<file path="config.mk">
export PLATFORM = sky130hd
export DESIGN_NAME = escaped_frame_deframer
export DESIGN_NICKNAME = d
export VERILOG_FILES = /design/src/rtl/efd_pkg.sv /design/src/rtl/efd_crc_unit.sv /design/src/rtl/efd_payload_buf.sv /design/src/rtl/escaped_frame_deframer.sv
export SDC_FILE = /design/constraint.sdc
export NUM_CORES = 1
export LEC_CHECK = 0
export ABC_AREA = 1
export ABC_CLOCK_PERIOD_IN_PS = 7170
export BUFFER_PORTS_ARGS = -buffer_cell sky130_fd_sc_hd__buf_2
export CORE_MARGIN = 4
export CORE_UTILIZATION = 41
export CTS_CLUSTER_DIAMETER = 30
export DETAILED_ROUTE_END_ITERATION = 6
export PLACE_DENSITY = 0.56
export REMOVE_ABC_BUFFERS = 1
export SYNTH_ARGS = -nofsm -noshare
export SYNTH_HDL_FRONTEND = slang
export SYNTH_HIERARCHICAL = 1
export SYNTH_SLANG_ARGS = --single-unit
export TNS_END_PERCENT = 100
</file>
<file path="constraint.sdc">
create_clock -name clk_i -period 7.17 [get_ports clk_i]
set_input_delay 1.0755 -clock clk_i [delete_from_list [all_inputs] [get_ports clk_i]]
set_output_delay 1.0755 -clock clk_i [all_outputs]
set_load 0.005 [all_outputs]
</file>
<file path="src/rtl/efd_pkg.sv">
// ----------------------------------------------------------------------------
// efd_pkg
// Shared types and constants for the escaped frame deframer.
// ----------------------------------------------------------------------------
package efd_pkg;

  localparam int unsigned MaxPayloadDef   = 15;
  localparam int unsigned RecvBufBytesDef = 32;

  localparam logic [7:0]  StartByte   = 8'hFD;
  localparam logic [7:0]  EscapeByte  = 8'hFC;
  localparam logic [7:0]  EscapeMask  = 8'h80;
  localparam logic [15:0] CrcPolyRst  = 16'h8408;

  localparam int unsigned CrcBits = 8;
  localparam int unsigned CrcCntW = $clog2(CrcBits);

  typedef enum logic [1:0] {
    KindToken   = 2'd0,
    KindHeader  = 2'd1,
    KindPayload = 2'd2,
    KindError   = 2'd3
  } kind_e;

  typedef enum logic [4:0] {
    SeqIdle = 5'b00001,
    SeqCrc  = 5'b00010,
    SeqEval = 5'b00100,
    SeqHead = 5'b01000,
    SeqData = 5'b10000
  } seq_e;

  typedef enum logic [3:0] {
    PhSync   = 4'b0001,
    PhHeader = 4'b0010,
    PhPacket = 4'b0100,
    PhCrc    = 4'b1000
  } phase_e;

  typedef struct packed {
    logic       start;
    logic       seed_zero;
    logic [7:0] data;
  } crc_cmd_t;

  typedef struct packed {
    logic busy;
    logic done;
  } crc_sts_t;

  typedef struct packed {
    kind_e      kind;
    logic [5:0] destination;
    logic       broadcast;
    logic [5:0] source;
    logic [1:0] sequence_res;
    logic [3:0] command;
    logic [3:0] payload_length;
    logic [7:0] payload_byte;
    logic       last;
  } res_t;

endpackage

</file>
<file path="src/rtl/efd_crc_unit.sv">
// ----------------------------------------------------------------------------
// efd_crc_unit
// Bit-serial reflected CRC-16: a byte is XORed into the low end of the register and then shifted through bit by bit.
// ----------------------------------------------------------------------------
module efd_crc_unit import efd_pkg::*; (
  input  logic        clk_i,
  input  logic        rst_ni,
  input  logic [15:0] poly_i,
  input  crc_cmd_t    cmd_i,
  output crc_sts_t    sts_o,
  output logic [15:0] crc_o
);

  logic [15:0]        crc_q, crc_d;
  logic [CrcCntW-1:0] cnt_q, cnt_d;
  logic               busy_q, busy_d;
  logic               last_bit;

  assign last_bit = (cnt_q == CrcCntW'(CrcBits - 1));

  always_comb begin
    crc_d  = crc_q;
    cnt_d  = cnt_q;
    busy_d = busy_q;
    if (cmd_i.start) begin
      crc_d  = (cmd_i.seed_zero ? 16'h0000 : crc_q) ^ {8'h00, cmd_i.data};
      cnt_d  = '0;
      busy_d = 1'b1;
    end else if (busy_q) begin
      crc_d = crc_q[0] ? ((crc_q >> 1) ^ poly_i) : (crc_q >> 1);
      cnt_d = cnt_q + CrcCntW'(1);
      if (last_bit) begin
        busy_d = 1'b0;
      end
    end
  end

  always_ff @(posedge clk_i or negedge rst_ni) begin
    if (!rst_ni) begin
      crc_q  <= '0;
      cnt_q  <= '0;
      busy_q <= 1'b0;
    end else begin
      crc_q  <= crc_d;
      cnt_q  <= cnt_d;
      busy_q <= busy_d;
    end
  end

  assign sts_o.busy = busy_q;
  assign sts_o.done = busy_q && last_bit;
  assign crc_o      = crc_q;

endmodule

</file>
<file path="src/rtl/efd_payload_buf.sv">
// ----------------------------------------------------------------------------
// efd_payload_buf
// Payload byte store: one write port, one registered read port.
// ----------------------------------------------------------------------------
module efd_payload_buf #(
  parameter int unsigned Depth = 15,
  parameter int unsigned IdxW  = 4
) (
  input  logic            clk_i,
  input  logic            wr_en_i,
  input  logic [IdxW-1:0] wr_addr_i,
  input  logic [7:0]      wr_data_i,
  input  logic [IdxW-1:0] rd_addr_i,
  output logic [7:0]      rd_data_o
);

  logic [7:0] mem_q [Depth];
  logic [7:0] rd_data_q;

  always_ff @(posedge clk_i) begin
    if (wr_en_i) begin
      mem_q[wr_addr_i] <= wr_data_i;
    end
    rd_data_q <= mem_q[rd_addr_i];
  end

  assign rd_data_o = rd_data_q;

endmodule

</file>
<file path="src/rtl/escaped_frame_deframer.sv">
// ----------------------------------------------------------------------------
// escaped_frame_deframer
// Byte-stuffed serial frame receiver with a CRC-16 check.
// ----------------------------------------------------------------------------
// Input channel (in_valid_i/in_ready_o, wire_byte_i): one raw line byte per
// transfer. Escape bytes and bytes seen while out of sync are taken without
// leaving the idle state. Any other byte goes through the bit-serial CRC unit:
// it is accepted, folded into the CRC and then decoded before the block is
// ready again; a start byte skips the decode step.
// Output channel (out_valid_o/out_ready_i): one result per transfer, held in
// an output register. A token, an error, or a good frame's header and payload
// bytes leave at one result per cycle while the receiver takes them; the first
// result is registered once the byte that ends the frame has been decoded. A
// full 15-byte frame ends in a burst of 16 results. A stalled receiver holds
// the burst in place and the input stays not ready until the burst has been
// loaded. A single result left waiting does not block the next input
// transfer.
// Config channel (cfg_valid_i/cfg_ready_o, cfg_data_i): CRC polynomial, always
// ready; write it only while idle.
// Reset: parser out of sync, no escape pending, polynomial 0x8408, no result.
// ----------------------------------------------------------------------------
module escaped_frame_deframer import efd_pkg::*; #(
  parameter int unsigned MaxPayload   = MaxPayloadDef,
  parameter int unsigned RecvBufBytes = RecvBufBytesDef
) (
  input  logic        clk_i,
  input  logic        rst_ni,
  input  logic        cfg_valid_i,
  output logic        cfg_ready_o,
  input  logic [15:0] cfg_data_i,
  input  logic        in_valid_i,
  output logic        in_ready_o,
  input  logic [7:0]  wire_byte_i,
  output logic        out_valid_o,
  input  logic        out_ready_i,
  output logic [1:0]  kind_o,
  output logic [5:0]  destination_o,
  output logic        broadcast_o,
  output logic [5:0]  source_o,
  output logic [1:0]  sequence_res_o,
  output logic [3:0]  command_o,
  output logic [3:0]  payload_length_o,
  output logic [7:0]  payload_byte_o,
  output logic        last_o
);

  localparam int unsigned IdxW = (MaxPayload > 1) ? $clog2(MaxPayload) : 1;
  localparam int unsigned BcW  = $clog2(RecvBufBytes + 1);

  seq_e            seq_q, seq_d;
  phase_e          phase_q, phase_d;
  logic            esc_q, esc_d;
  logic [BcW-1:0]  bc_q, bc_d;
  logic            start_q, start_d;
  logic [7:0]      hs0_q, hs0_d, hs1_q, hs1_d, hs2_q, hs2_d;
  logic [3:0]      fl_q, fl_d;
  kind_e           rkind_q, rkind_d;
  logic [IdxW-1:0] emit_idx_q, emit_idx_d;
  logic [15:0]     poly_q;
  logic            out_valid_q, out_valid_d;
  res_t            res_q, res_d;

  crc_cmd_t        crc_cmd;
  crc_sts_t        crc_sts;
  logic [15:0]     crc_val;
  logic            wr_en;
  logic [IdxW-1:0] wr_addr;
  logic [7:0]      byte_q, byte_d;
  logic [7:0]      rd_data;
  logic            slot_free;

  efd_crc_unit u_crc (
    .clk_i  (clk_i),
    .rst_ni (rst_ni),
    .poly_i (poly_q),
    .cmd_i  (crc_cmd),
    .sts_o  (crc_sts),
    .crc_o  (crc_val)
  );

  efd_payload_buf #(
    .Depth (MaxPayload),
    .IdxW  (IdxW)
  ) u_buf (
    .clk_i     (clk_i),
    .wr_en_i   (wr_en),
    .wr_addr_i (wr_addr),
    .wr_data_i (byte_q),
    .rd_addr_i (emit_idx_d),
    .rd_data_o (rd_data)
  );

  assign slot_free   = !out_valid_q || out_ready_i;
  assign in_ready_o  = (seq_q == SeqIdle);
  assign cfg_ready_o = 1'b1;

  always_comb begin
    logic [7:0] c;
    logic [7:0] bc8;
    logic [7:0] pidx;
    logic [3:0] fl_new;
    logic       with_cmd;

    seq_d       = seq_q;
    phase_d     = phase_q;
    esc_d       = esc_q;
    bc_d        = bc_q;
    start_d     = start_q;
    byte_d      = byte_q;
    hs0_d       = hs0_q;
    hs1_d       = hs1_q;
    hs2_d       = hs2_q;
    fl_d        = fl_q;
    rkind_d     = rkind_q;
    emit_idx_d  = emit_idx_q;
    out_valid_d = out_valid_q && !out_ready_i;
    res_d       = res_q;
    crc_cmd     = '0;
    wr_en       = 1'b0;

    c        = esc_q ? (wire_byte_i | EscapeMask) : wire_byte_i;
    bc8      = 8'(bc_q);
    pidx     = bc8 - 8'd5;
    wr_addr  = pidx[IdxW-1:0];
    fl_new   = byte_q[3:0];
    with_cmd = (rkind_q != KindToken);

    case (seq_q)
      SeqIdle: begin
        if (in_valid_i) begin
          if (wire_byte_i == EscapeByte) begin
            esc_d = 1'b1;
          end else begin
            esc_d = 1'b0;
            if (wire_byte_i == StartByte) begin
              phase_d           = PhHeader;
              bc_d              = BcW'(1);
              start_d           = 1'b1;
              byte_d            = c;
              crc_cmd.start     = 1'b1;
              crc_cmd.seed_zero = 1'b1;
              crc_cmd.data      = c;
              seq_d             = SeqCrc;
            end else if (phase_q != PhSync) begin
              bc_d          = bc_q + BcW'(1);
              start_d       = 1'b0;
              byte_d        = c;
              crc_cmd.start = 1'b1;
              crc_cmd.data  = c;
              seq_d         = SeqCrc;
            end
          end
        end
      end
      SeqCrc: begin
        if (crc_sts.done) begin
          seq_d = start_q ? SeqIdle : SeqEval;
        end
      end
      SeqEval: begin
        seq_d = SeqIdle;
        if (32'(bc_q) >= RecvBufBytes) begin
          phase_d = PhSync;
          bc_d    = '0;
        end else begin
          case (phase_q)
            PhHeader: begin
              if (bc8 == 8'd2) begin
                hs0_d = byte_q;
              end else begin
                hs1_d = byte_q;
                if (!hs0_q[0]) begin
                  rkind_d = KindToken;
                  phase_d = PhSync;
                  bc_d    = '0;
                  seq_d   = SeqHead;
                end else begin
                  phase_d = PhPacket;
                end
              end
            end
            PhPacket: begin
              if (bc8 == 8'd4) begin
                hs2_d = byte_q;
                fl_d  = fl_new;
                if (32'(fl_new) > MaxPayload) begin
                  phase_d = PhSync;
                  bc_d    = '0;
                end else if (fl_new == 4'd0) begin
                  phase_d = PhCrc;
                end
              end else begin
                wr_en = (32'(pidx) < MaxPayload);
                if (bc8 == 8'(fl_q) + 8'd4) begin
                  phase_d = PhCrc;
                end
              end
            end
            PhCrc: begin
              if (bc8 == 8'(fl_q) + 8'd6) begin
                phase_d = PhSync;
                bc_d    = '0;
                rkind_d = (crc_val != 16'h0000) ? KindError : KindHeader;
                seq_d   = SeqHead;
              end
            end
            default: begin
              phase_d = PhSync;
              bc_d    = '0;
            end
          endcase
        end
      end
      SeqHead: begin
        if (slot_free) begin
          out_valid_d          = 1'b1;
          res_d.kind           = rkind_q;
          res_d.destination    = hs0_q[7:2];
          res_d.broadcast      = hs0_q[1];
          res_d.source         = hs1_q[7:2];
          res_d.sequence_res   = hs1_q[1:0];
          res_d.command        = with_cmd ? hs2_q[7:4] : 4'd0;
          res_d.payload_length = with_cmd ? hs2_q[3:0] : 4'd0;
          res_d.payload_byte   = 8'd0;
          res_d.last           = (rkind_q != KindHeader) || (fl_q == 4'd0);
          seq_d = ((rkind_q == KindHeader) && (fl_q != 4'd0)) ? SeqData : SeqIdle;
        end
      end
      SeqData: begin
        if (slot_free) begin
          out_valid_d          = 1'b1;
          res_d.kind           = KindPayload;
          res_d.payload_byte   = rd_data;
          res_d.last           = (5'(emit_idx_q) + 5'd1 == {1'b0, fl_q});
          if (res_d.last) begin
            emit_idx_d = '0;
            seq_d      = SeqIdle;
          end else begin
            emit_idx_d = emit_idx_q + IdxW'(1);
          end
        end
      end
      default: begin
        seq_d = SeqIdle;
      end
    endcase
  end

  always_ff @(posedge clk_i or negedge rst_ni) begin
    if (!rst_ni) begin
      seq_q       <= SeqIdle;
      phase_q     <= PhSync;
      esc_q       <= 1'b0;
      bc_q        <= '0;
      start_q     <= 1'b0;
      fl_q        <= '0;
      rkind_q     <= KindToken;
      emit_idx_q  <= '0;
      poly_q      <= CrcPolyRst;
      out_valid_q <= 1'b0;
    end else begin
      seq_q       <= seq_d;
      phase_q     <= phase_d;
      esc_q       <= esc_d;
      bc_q        <= bc_d;
      start_q     <= start_d;
      fl_q        <= fl_d;
      rkind_q     <= rkind_d;
      emit_idx_q  <= emit_idx_d;
      out_valid_q <= out_valid_d;
      if (cfg_valid_i) begin
        poly_q <= cfg_data_i;
      end
    end
  end

  always_ff @(posedge clk_i) begin
    byte_q <= byte_d;
    hs0_q  <= hs0_d;
    hs1_q  <= hs1_d;
    hs2_q  <= hs2_d;
    res_q  <= res_d;
  end

  assign out_valid_o      = out_valid_q;
  assign kind_o           = res_q.kind;
  assign destination_o    = res_q.destination;
  assign broadcast_o      = res_q.broadcast;
  assign source_o         = res_q.source;
  assign sequence_res_o   = res_q.sequence_res;
  assign command_o        = res_q.command;
  assign payload_length_o = res_q.payload_length;
  assign payload_byte_o   = res_q.payload_byte;
  assign last_o           = res_q.last;

`ifndef SYNTHESIS
  a_accept_crc_idle: assert property (@(posedge clk_i) disable iff (!rst_ni)
    (in_valid_i && in_ready_o) |-> !crc_sts.busy)
    else $error("input transfer while CRC unit busy");

  a_emit_idx_rest: assert property (@(posedge clk_i) disable iff (!rst_ni)
    (seq_q != SeqData) |-> (emit_idx_q == '0))
    else $error("payload cursor not parked outside a burst");

  a_burst_len: assert property (@(posedge clk_i) disable iff (!rst_ni)
    (seq_q == SeqData) |-> ((fl_q != 4'd0) && (32'(fl_q) <= MaxPayload)))
    else $error("payload burst with bad length");

  a_count_bound: assert property (@(posedge clk_i) disable iff (!rst_ni)
    (seq_q == SeqIdle) |-> (32'(bc_q) < RecvBufBytes))
    else $error("byte count at buffer limit while idle");

  a_crc_done_next: assert property (@(posedge clk_i) disable iff (!rst_ni)
    crc_sts.done |=> ((seq_q == SeqEval) || (seq_q == SeqIdle)))
    else $error("sequencer missed CRC completion");
`endif

endmodule
</file>
==> metrics.md <==
| Metric | Value |
|---|---|
| Status | `finished, final reports clean` |
| DR WL/cell | `16.0 µm` |
| Worst-case reg-to-reg path depth | `12` |
| Core ar. | `between 0.02 and 0.03 mm²` |
| Final setup vio count | `0` |
| Grt ovf | `0` |
| Clock power frac | `47.6%` |
| LEAKAGE | `6.42 nW` |
| Rel. slew slack | `23.0%` |
| Worst Hold Class | `reg -> reg` |
| Max_cap viols | `0` |
| NumNets Final | `1,338` |
| Largest net degree at the start of global routing | `65` |
| Final Power | `around 5.4 mW` |
| PortBufs | `64` |
| Element type at the critical path end | `flop` |
| Io pins | `66` |
| Min-delay src | `hs1_q[6]$_DFFE_PP_` |
| Hold buffer count at cts | `0` |
| Vias post-DR | `8,393` |
| Initial antenna violation count | `0` |
| Switching Fraction | `29.1%` |
| Least-Margin Pin Slew | `1.15 ns` |
| # resized after CTS | `0` |
| Final ANT Viol Nets | `0` |
| Dpl ws | `3.15 ns` |
| TritonCTS Sinks | `258` |
| Sw power | `1.56 mW` |
| Worst hold endpoint | `source_o[4]$_DFFE_PP_` |
| CTS Buffer Depth | `3` |
| Total global-route track usage | `17.8%` |
| Combinational power share | `15.8%` |
| Die width | `between 150 and 200 µm` |
| Maximum clock rate | `254 MHz` |
| Area growth syn-to-layout | `21.7%` |
| Setup_tns | `0 ns` |
| Area after DPL | `0.0125 mm²` |
| Final setup margin | `3.23 ns` |
| Power Density | `371 mW/mm²` |
| Starting DRT DRC Count | `~460` |
| Post-Route WL | `approximately 28 mm` |
| CTS tree | `built` |
| Worst clock skew | `0.0275 ns` |
| Critical Path Start | `seq_q[1]$_DFFE_PN0P_` |
| N_diodes | `0` |
| Core Rows | `61` |
| First-pass GRT wire length | `44.7 mm` |
| Worst vdd ir | `between 200 and 250 µV` |
| Post-DR vias/cell | `4.87` |
| Critical Setup Path Class | `reg -> reg` |
| RSZ-0062 raised after global routing | `false` |
| Flop-to-flop setup slack | `around 3.2 ns` |
| CTS buffer count | `56` |
| Dpl hpwl | `roughly 18 mm` |
| Clk slew on worst S/H paths | `roughly 0.05 ns` |
| Placer Congestion | `approximately 0.84` |
| Clock Latency Late Sink | `0.57 ns` |
| Core Util, Final | `51.2%` |
| Root buffer cell | `clkbuf_16` |
| Die height | `178 µm` |
| RR Startpoint | `seq_q[1]$_DFFE_PN0P_` |
| Slew Limit Fails | `0` |
| Vias in the first global route | `8,400` |
| WP data arrival | `~4.4 ns` |
| Postcts setup bufs | `0` |
| Synth warn | `6` |
| Die area | `0.0317 mm²` |
| Share of cells above drive strength 1 | `18.1%` |
| Final period util | `between 50% and 60%` |
| Avg Cell Area, Syn | `9.84 µm²` |
| First-pass iteration count of the detailed router | `5` |
| Reg2reg end | `u_buf/rd_data_o[2]$_DFF_P_` |
| Fin crit period | `3.94 ns` |
| Post-route design area | `0.0144 mm²` |
| Req. time, crit path | `about 7.7 ns` |
| Initial core utilization | `42.1%` |
| Reg power frac | `a little over a third` |
| Hold Path Cell Cnt | `0` |
| CP max FO | `58` |
| Cell internal pwr | `roughly 3.8 mW` |
| Final Hold Vio Count | `0` |
| Htree depth | `2` |
| CP Launch Type | `flop` |
| Syn Inst Count | `between 1,000 and 1,500` |
| DRC Markers | `0` |
| Synth Cell Area | `approximately 0.012 mm²` |
[power groups by stage]
stage | clock [mW] | sequential, mW | combinational, mW
floorplan | 0 | 1.92 | 0.648
global placement | 0 | 1.98 | 0.831
detailed placement | 0 | 1.99 | 0.845
CTS | 2.59 | 1.96 | 0.850
global route | 2.67 | 1.98 | 0.973
finish | 2.55 | 1.96 | 0.844
[flip-flops by register name (all words and copies together) (netlist names), 4 cells and up]
signal,flops
u_buf/mem_q,120
poly_q,16
u_crc/crc_o,16
byte_q,8
hs0_q,8
hs1_q,8
hs2_q,8
payload_byte_o,8
u_buf/rd_data_o,8
bc_q,6
destination_o,6
source_o,6
seq_q,5
command_o,4
emit_idx_q,4
fl_q,4
payload_length_o,4
phase_q,4
[layout make-up]
type | instances | area [µm²]
clock inverters | 35 | 408
repair buffers | 74 | 395
fillers | 2575 | 13700
flip-flops and latches | 258 | 7350
well taps | 378 | 473
multi-input cells | 723 | 3570
clock buffers | 71 | 1520
inverters | 185 | 701
[worst max path at each step]
| stage | slack [ns] | cells after the start | endpoint |
|---|---|---|---|
| after floorplan | 1.92 | 11 | u_buf/rd_data_o[0]$_DFF_P_ |
| after global placement | 3.24 | 12 | u_buf/rd_data_o[2]$_DFF_P_ |
| after detailed placement | 3.15 | 12 | u_buf/rd_data_o[2]$_DFF_P_ |
| after CTS | 3.13 | 12 | u_buf/rd_data_o[2]$_DFF_P_ |
| after global routing | 2.77 | 13 | u_buf/rd_data_o[4]$_DFF_P_ |
| final | 3.23 | 12 | u_buf/rd_data_o[2]$_DFF_P_ |
[per-stage QoR]
stage	hold slack [ns]	cells
4_1_cts	0.415	1724
6_report	0.413	1724
2_1_floorplan	0.400	1166
3_5_place_dp	0.405	1618
5_1_grt	0.418	1724
3_3_place_gp	0.402	1618
[layout by cell type (no fill, tap or decap), types with 9 or more instances in the layout]
| cell | count |
|---|---|
| a21oi_1 | 23 |
| buf_2 | 64 |
| buf_4 | 10 |
| clkbuf_1 | 9 |
| clkbuf_16 | 56 |
| clkinv_2 | 12 |
| dfrtp_1 | 59 |
| edfxtp_1 | 186 |
| ha_1 | 11 |
| inv_1 | 169 |
| inv_2 | 11 |
| mux2_2 | 16 |
| nand2_1 | 349 |
| nand3_1 | 163 |
| nor2_1 | 67 |
| o21ai_0 | 15 |
[per-layer routing]
metal | vias to the layer above | wire [µm] | global-route usage [%]
met2 | 212 | 13900 | 31.0
li1 | 4157 | - | -
met5 | - | 0 | 0
met4 | 0 | 486 | 4.80
met1 | 3976 | 11900 | 23.0
met3 | 48 | 1400 | 3.14
[critical path: stages (launching register included)]
cell and delay, ns:
dfrtp_1 0.42, nor2_4 0.18, nand3_1 0.45, nor2_1 0.66, a21oi_1 0.22, a21oi_4 0.14
buf_4 0.51, inv_2 0.56, nand2_1 0.22, nand3_1 0.08, nand3_1 0.16, nand3_1 0.13
nand2_1 0.09
(Power assumes the default switching activity.)
